<file path="src/hdl/lrupr_pkg.sv">
// Package: sizes, status codes and controller/datapath links of the LRU page unit.
`default_nettype none
package lrupr_pkg;
    localparam int FRAME_COUNT = 8;
    localparam int PAGE_COUNT  = 64;
    localparam int FRAME_W     = (FRAME_COUNT > 1) ? $clog2(FRAME_COUNT) : 1;
    localparam int CNT_W       = $clog2(FRAME_COUNT + 1);
    localparam int PAGE_W      = 6;
    localparam int STATUS_W    = 2;
    localparam int OUT_FRAME_W = 3;
    localparam int IN_DATA_W   = 8;
    localparam int OUT_DATA_W  = 16;

    localparam logic [STATUS_W-1:0] ST_HIT   = 2'd0;
    localparam logic [STATUS_W-1:0] ST_LOAD  = 2'd1;
    localparam logic [STATUS_W-1:0] ST_EVICT = 2'd2;
    localparam logic [STATUS_W-1:0] ST_NONE  = 2'd3;

    typedef struct packed {
        logic latch;   // capture the requested page
        logic look;    // search frames and recency list
        logic commit;  // update state and load the result
    } t_cmd;

    typedef struct packed {
        logic out_free;  // result register can take a beat
    } t_sts;
endpackage
`default_nettype wire

</file>
<file path="src/hdl/lrupr_ctrl.sv">
// Controller: sequences latch, lookup and commit for one request at a time.
`default_nettype none
module lrupr_ctrl
    import lrupr_pkg::*;
(
    input  wire  i_clk,
    input  wire  i_rst_n,
    input  wire  i_in_valid,
    output logic o_in_ready,
    input  t_sts i_sts,
    output t_cmd o_cmd
);
    typedef enum logic [1:0] {S_IDLE, S_LOOK, S_COMMIT} t_state;

    t_state r_state, n_state;

    always_comb begin
        n_state    = r_state;
        o_cmd      = '0;
        o_in_ready = 1'b0;
        unique case (r_state)
            S_IDLE: begin
                o_in_ready = 1'b1;
                if (i_in_valid) begin
                    o_cmd.latch = 1'b1;
                    n_state     = S_LOOK;
                end
            end
            S_LOOK: begin
                o_cmd.look = 1'b1;
                n_state    = S_COMMIT;
            end
            S_COMMIT: begin
                if (i_sts.out_free) begin
                    o_cmd.commit = 1'b1;
                    n_state      = S_IDLE;
                end
            end
            default: n_state = S_IDLE;
        endcase
    end

    always_ff @(posedge i_clk) begin
        if (!i_rst_n) begin
            r_state <= S_IDLE;
        end else begin
            r_state <= n_state;
        end
    end
endmodule
`default_nettype wire

</file>
<file path="src/hdl/lrupr_dp.sv">
// Datapath: frame table, recency list, lookup results and output register.
`default_nettype none
module lrupr_dp
    import lrupr_pkg::*;
(
    input  wire                   i_clk,
    input  wire                   i_rst_n,
    input  t_cmd                  i_cmd,
    output t_sts                  o_sts,
    input  wire  [PAGE_W-1:0]     i_page,
    output logic                  o_out_valid,
    input  wire                   i_out_ready,
    output logic [OUT_DATA_W-1:0] o_out_data
);
    logic [FRAME_COUNT-1:0] r_occ;
    logic [PAGE_W-1:0]      r_owner [FRAME_COUNT];
    logic [PAGE_W-1:0]      r_rec   [FRAME_COUNT];
    logic [CNT_W-1:0]       r_cnt;
    logic [PAGE_W-1:0]      r_page;

    logic [STATUS_W-1:0]    r_status;
    logic [FRAME_W-1:0]     r_frame;
    logic [PAGE_W-1:0]      r_evp;
    logic                   r_drop, r_map, r_app;
    logic [FRAME_W-1:0]     r_pos;

    logic                   r_out_valid;
    logic [OUT_DATA_W-1:0]  r_out_data;

    logic                   hit, free, in_list;
    logic [FRAME_W-1:0]     hit_frame, free_frame, vic_frame, pos;
    logic [CNT_W-1:0]       cnt_mid;

    always_comb begin
        hit = 1'b0; free = 1'b0; in_list = 1'b0;
        hit_frame = '0; free_frame = '0; vic_frame = '0; pos = '0;
        for (int i = 0; i < FRAME_COUNT; i++) begin
            if (r_occ[i] && r_owner[i] == r_page) begin
                hit       = 1'b1;
                hit_frame = FRAME_W'(i);
            end
            if (!r_occ[i] && !free) begin
                free       = 1'b1;
                free_frame = FRAME_W'(i);
            end
            if (r_occ[i] && r_owner[i] == r_rec[0]) begin
                vic_frame = FRAME_W'(i);
            end
            if (!in_list && CNT_W'(i) < r_cnt && r_rec[i] == r_page) begin
                in_list = 1'b1;
                pos     = FRAME_W'(i);
            end
        end
    end

    assign cnt_mid = r_cnt - CNT_W'(r_drop);

    always_ff @(posedge i_clk) begin
        if (i_cmd.latch) begin
            r_page <= i_page;
        end
        if (i_cmd.look) begin
            r_evp  <= '0;
            r_pos  <= '0;
            r_drop <= 1'b0;
            r_map  <= 1'b0;
            r_app  <= 1'b1;
            priority if (hit) begin
                r_status <= ST_HIT;
                r_frame  <= hit_frame;
                r_drop   <= in_list;
                r_pos    <= pos;
            end else if (free) begin
                r_status <= ST_LOAD;
                r_frame  <= free_frame;
                r_map    <= 1'b1;
            end else if (r_cnt == '0) begin
                r_status <= ST_NONE;
                r_frame  <= '0;
                r_app    <= 1'b0;
            end else begin
                r_status <= ST_EVICT;
                r_frame  <= vic_frame;
                r_evp    <= r_rec[0];
                r_drop   <= 1'b1;
                r_map    <= 1'b1;
            end
        end
        if (i_cmd.commit) begin
            for (int i = 0; i < FRAME_COUNT; i++) begin
                if (r_app && CNT_W'(i) == cnt_mid) begin
                    r_rec[i] <= r_page;
                end else if (i < FRAME_COUNT - 1 && r_drop && FRAME_W'(i) >= r_pos
                             && CNT_W'(i + 1) < r_cnt) begin
                    r_rec[i] <= r_rec[(i + 1) % FRAME_COUNT];
                end
            end
            if (r_map) begin
                r_owner[r_frame] <= r_page;
            end
            r_out_data <= {{(OUT_DATA_W - 2*PAGE_W)-STATUS_W+2{1'b0}}, r_evp,
                           r_status == ST_EVICT, OUT_FRAME_W'(r_frame), r_status};
        end
        if (!i_rst_n) begin
            r_occ       <= '0;
            r_cnt       <= '0;
            r_out_valid <= 1'b0;
        end else begin
            if (i_cmd.commit) begin
                if (r_map) begin
                    r_occ[r_frame] <= 1'b1;
                end
                if (r_app && cnt_mid < CNT_W'(FRAME_COUNT)) begin
                    r_cnt <= cnt_mid + CNT_W'(1);
                end else begin
                    r_cnt <= cnt_mid;
                end
                r_out_valid <= 1'b1;
            end else if (i_out_ready) begin
                r_out_valid <= 1'b0;
            end
        end
    end

    assign o_sts.out_free = !r_out_valid || i_out_ready;
    assign o_out_valid    = r_out_valid;
    assign o_out_data     = r_out_data;
endmodule
`default_nettype wire

</file>
<file path="src/hdl/lru_page_replacement.sv">
// Top level of the LRU page replacement unit.
// Use: one page request enters as a beat on the s_axis channel: s_axis_tdata[5:0]
// holds the page number. Each request yields exactly one result beat on m_axis:
// status, frame holding the page, evicted flag and evicted page.
// Status: hit, loaded into the lowest free frame, loaded after evicting the least
// recently used page, or no victim found.
// Each request beat is latched, then passes the lookup state and the commit state;
// the result beat is registered at commit and then waits in the output register.
// The controller takes one request at a time; the lookup and the recency update
// each take a state of their own, since every request depends on the state the
// previous one left behind.
// The next request is taken while a result still waits in the output register;
// its commit holds until that register is free, so a stalled receiver backs up
// into s_axis_tready after at most one further request.
// Reset (synchronous, active low) empties all frames and the recency list and
// drops any pending result beat.
`default_nettype none
module lru_page_replacement
    import lrupr_pkg::*;
(
    input  wire                   i_clk,
    input  wire                   i_rst_n,
    input  wire                   s_axis_tvalid,
    output logic                  s_axis_tready,
    input  wire  [IN_DATA_W-1:0]  s_axis_tdata,   // [5:0] page_number
    output logic                  m_axis_tvalid,
    input  wire                   m_axis_tready,
    // [1:0] status, [4:2] frame_number, [5] evicted_valid, [11:6] evicted_page
    output logic [OUT_DATA_W-1:0] m_axis_tdata
);
    t_cmd cmd;
    t_sts sts;

    // Sequence each request through lookup and commit.
    lrupr_ctrl u_ctrl (
        .i_clk      (i_clk),
        .i_rst_n    (i_rst_n),
        .i_in_valid (s_axis_tvalid),
        .o_in_ready (s_axis_tready),
        .i_sts      (sts),
        .o_cmd      (cmd)
    );

    // Hold the frame table, recency list and result register.
    lrupr_dp u_dp (
        .i_clk       (i_clk),
        .i_rst_n     (i_rst_n),
        .i_cmd       (cmd),
        .o_sts       (sts),
        .i_page      (s_axis_tdata[PAGE_W-1:0]),
        .o_out_valid (m_axis_tvalid),
        .i_out_ready (m_axis_tready),
        .o_out_data  (m_axis_tdata)
    );
endmodule
`default_nettype wire

</file>
<file path="config.mk">
export PLATFORM = sky130hd
export DESIGN_NAME = lru_page_replacement
export DESIGN_NICKNAME = d
export VERILOG_FILES = /design/src/hdl/lrupr_pkg.sv /design/src/hdl/lrupr_ctrl.sv /design/src/hdl/lrupr_dp.sv /design/src/hdl/lru_page_replacement.sv
export SDC_FILE = /design/constraint.sdc
export NUM_CORES = 1
export LEC_CHECK = 0
export BUFFER_PORTS_ARGS = -buffer_cell sky130_fd_sc_hd__buf_2
export CAP_MARGIN = 20
export CORE_ASPECT_RATIO = 0.8
export CORE_MARGIN = 5
export CORE_UTILIZATION = 35
export CTS_CLUSTER_DIAMETER = 120
export DETAILED_ROUTE_END_ITERATION = 12
export GPL_TIMING_DRIVEN = 0
export HOLD_SLACK_MARGIN = 0.1
export PLACE_DENSITY = 0.49
export RECOVER_POWER = 25
export SKIP_CTS_REPAIR_TIMING = 1
export SYNTH_ARGS = -nofsm -noshare
export SYNTH_HDL_FRONTEND = slang
export SYNTH_SLANG_ARGS = --single-unit
</file>
<file path="constraint.sdc">
create_clock -name i_clk -period 6.1 [get_ports i_clk]
set_input_delay 0.915 -clock i_clk [delete_from_list [all_inputs] [get_ports i_clk]]
set_output_delay 0.915 -clock i_clk [all_outputs]
set_load 0.02 [all_outputs]
</file>
==> results_dict.tcl <==
set metrics [dict create \
    routed_wl_um 18830 \
    max-cap-violations 0 \
    finalSetupViolCount 0 \
    numCtsBuffers 17 \
    placed_area_um2 8173 \
    crit_path_frequent_cell "buf_2" \
    final_cell_mix "edfxtp_1 (131), xnor2_1 (76), xor2_1 (67)" \
    insertion_delay_ns 0.42 \
    leakage_nw 2.909 \
    synth_seq_cells 146 \
    ios 30 \
    drive_gt1_share_pct 23.70 \
    antenna_found_initial 0 \
    grt_start_max_net_pins 22 \
    relSlewSlack_pct 34.95 \
    finalClockSkew_ns 0.01382 \
    syn_area_um2 7695 \
    register_area_um2 4234 \
    viasPerCell 5.135 \
    wl_per_cell_um 20.64 \
    yosys-top-cells-area "edfxtp_1 (51%), xnor2_1 (8.7%), xor2_1 (7.6%), mux2_2 (6.1%), dfxtp_1 (3.9%)" \
    diodes 0 \
    final_common_cell "edfxtp_1" \
    setup_tns_ns 0 \
    clk_pin_slew_ns 0.06 \
    drt_iter0_drc 271 \
    timing.hold.ws_ns 0.4234 \
    crit_arrival_ns 3.19 \
    crit_path_end_kind "register" \
    synth_area_per_cell_um2 13.34 \
    crit_slowest_cell "nor3_1" \
    start_util_pct 35.59 \
    cts_max_path_buffers 2 \
    area_growth_pct 13.87 \
    slew_violations 0 \
    async_reset_ff_share_pct 0 \
    dieWidth_um 175.8 \
    fp.coreArea_um2 21620 \
    critPathMaxStageDelay_ns 0.83 \
    fin_crit_sh_pct 51.75 \
    finish.utilization_pct 40.53 \
    required_ns 6.14 \
    status "completed" \
    synth_top_area_share_pct 51.12 \
    die_h_um 142.6 \
    rsz0062_at_grt "false" \
    final_area_um2 8762 \
    hold_violations 0 \
    post-route-min-period_ns 3.157 \
    timing.fmax_mhz 316.8 \
    row_count 48 \
    crit_type "in -> reg" \
    cts_tree "built" \
    synth_area_leader_cell "edfxtp_1" \
    grt_pass1_wl_um 28700 \
    cpLargestDelayFamily "simple AND/OR/NAND/NOR gates" \
    gp_congestion 0.8320 \
    route.detailed.drc 0 \
    nFillCells 2034 \
    synth_edf_count 131 \
    crit_fanout 21 \
    firstDrtPassIters 5 \
    crit_chain "buf_2 > nand2b_1 > nor2b_1 > buf_2 > nand3_1 > nor3_1" \
    place_hpwl_um 13650 \
    track_usage_pct 15.41 \
    cts.sink_count 146 \
    die_area_um2 25070 \
    synthCells 577 \
    synth_warnings 0 \
    path_buf_inv 2 \
    hp-class "reg -> reg" \
    finalNetCount 642 \
    gr-total-overflow 0 \
    vdd_drop_max_uv 186.0 \
    multi_input_area_um2 3169 \
    cts_root_buffer "clkbuf_16" \
    synth_cell_types 62 \
    cts-htree-levels 4 \
    worst-slew-pin-transition_ns 0.9683 \
    yosysSeqAreaShare_pct 55.02 \
    port_buffers 23 \
    worstSetupStartpointType "primary input" \
    synth_ff_type "edfxtp_1" \
    p_per_area_nw_per_um2 264.5 \
    grt_pass1_vias 4793 \
    num_vias 4683 \
    drtAntennaViolNets 0 \
]
[cell families after synthesis]
family	count (synthesis)	share of synthesized area, %
and+or+nand+nor	135	10.98
AOI/OAI and AO/OA	56	6.098
adders and majority gates	6	0.9756
other	1	0.04873
DFF	146	55.02
buffers and inverters	44	3.935
xor gates and xnor gates	143	16.28
muxes	46	6.667
[metrics by stage]
step,cells,power [W],worst slack (ns)
global route,912,0.002402,2.799
CTS,911,0.002340,2.924
finish,912,0.002318,2.943
detailed placement,879,0.001303,2.488
global placement,878,0.001301,2.586
floorplan,580,0.001253,3.366
[path summary, 6_finish.rpt]
check / start / to / slack, ns / cells after the start
hold reg to reg: u_dp.r_evp[3] / u_dp.o_out_data[9] / 0.42 / 0
setup / recovery: m_axis_tready / u_dp.r_owner[1][2] / 2.94 / 6
hold / removal: u_dp.r_evp[3] / u_dp.o_out_data[9] / 0.42 / 0
setup reg to reg: u_dp.r_page[3] / u_dp.r_drop / 3.14 / 8
[where the power goes]
part / switching [W] / total (W) / internal, W
logic: 0.0000949 / 0.000161 / 0.0000656
registers: 0.0000182 / 0.00112 / 0.00110
clock network: 0.000428 / 0.00104 / 0.000609
total: 0.000541 / 0.00232 / 0.00178
[cells in the mapped netlist, types with 2 or more instances]
library cell    n
a211o_1         3
a211oi_1        3
a21oi_1         5
a311oi_4        2
a31oi_1         3
a31oi_2         2
and2_1          3
and3_1          7
buf_2          14
buf_4           4
buf_6          11
buf_8           2
clkbuf_1        4
dfxtp_1        15
edfxtp_1      131
ha_1            6
inv_1           7
mux2_2         42
mux2i_1         4
nand2_1        14
nand2b_1        6
nand3_1         9
nand3b_1        5
nand4_1        25
nor2_1         15
nor2b_1         6
nor3_1          7
nor4_1         15
o211ai_1        2
o21a_1         11
o21ai_0         5
o21ai_2         2
o21bai_1        6
or3_1           2
or4_1           6
or4_4           6
xnor2_1        76
xor2_1         67
[state kept, by name, summed over array words and instances (netlist names)]
register	cells
u_dp.r_pos	3
u_dp.r_owner	48
u_dp.o_out_data	12
u_dp.r_rec	48
u_dp.r_app	1
u_dp.r_frame	3
u_dp.r_evp	6
u_dp.r_cnt	4
u_ctrl.r_state	2
u_dp.r_drop	1
u_dp.r_status	2
u_dp.r_occ	8
u_dp.r_page	6
u_dp.r_map	1
u_dp.o_out_valid	1
[layout make-up]
| class | count | area share [%] |
|---|---|---|
| repair buffers | 25 | 1.471 |
| plain buffers | 36 | 3.113 |
| flip-flops and latches | 146 | 48.32 |
| multi-input cells | 390 | 36.17 |
| clock inverters | 14 | 1.756 |
| well taps | 275 | 3.927 |
| clock buffers | 18 | 4.898 |
| inverters | 8 | 0.3427 |
[routing by layer]
layer  up-vias  part of all wire [%]  GRT usage [%]
met3        18                   4.7          3.097
met2       129                    42          22.96
li1       2227                     -              -
met5         -                     0              0
met4         0                   1.3          4.512
met1      2309                    52          22.81
Note: power is estimated with default switching activity, not from simulation.
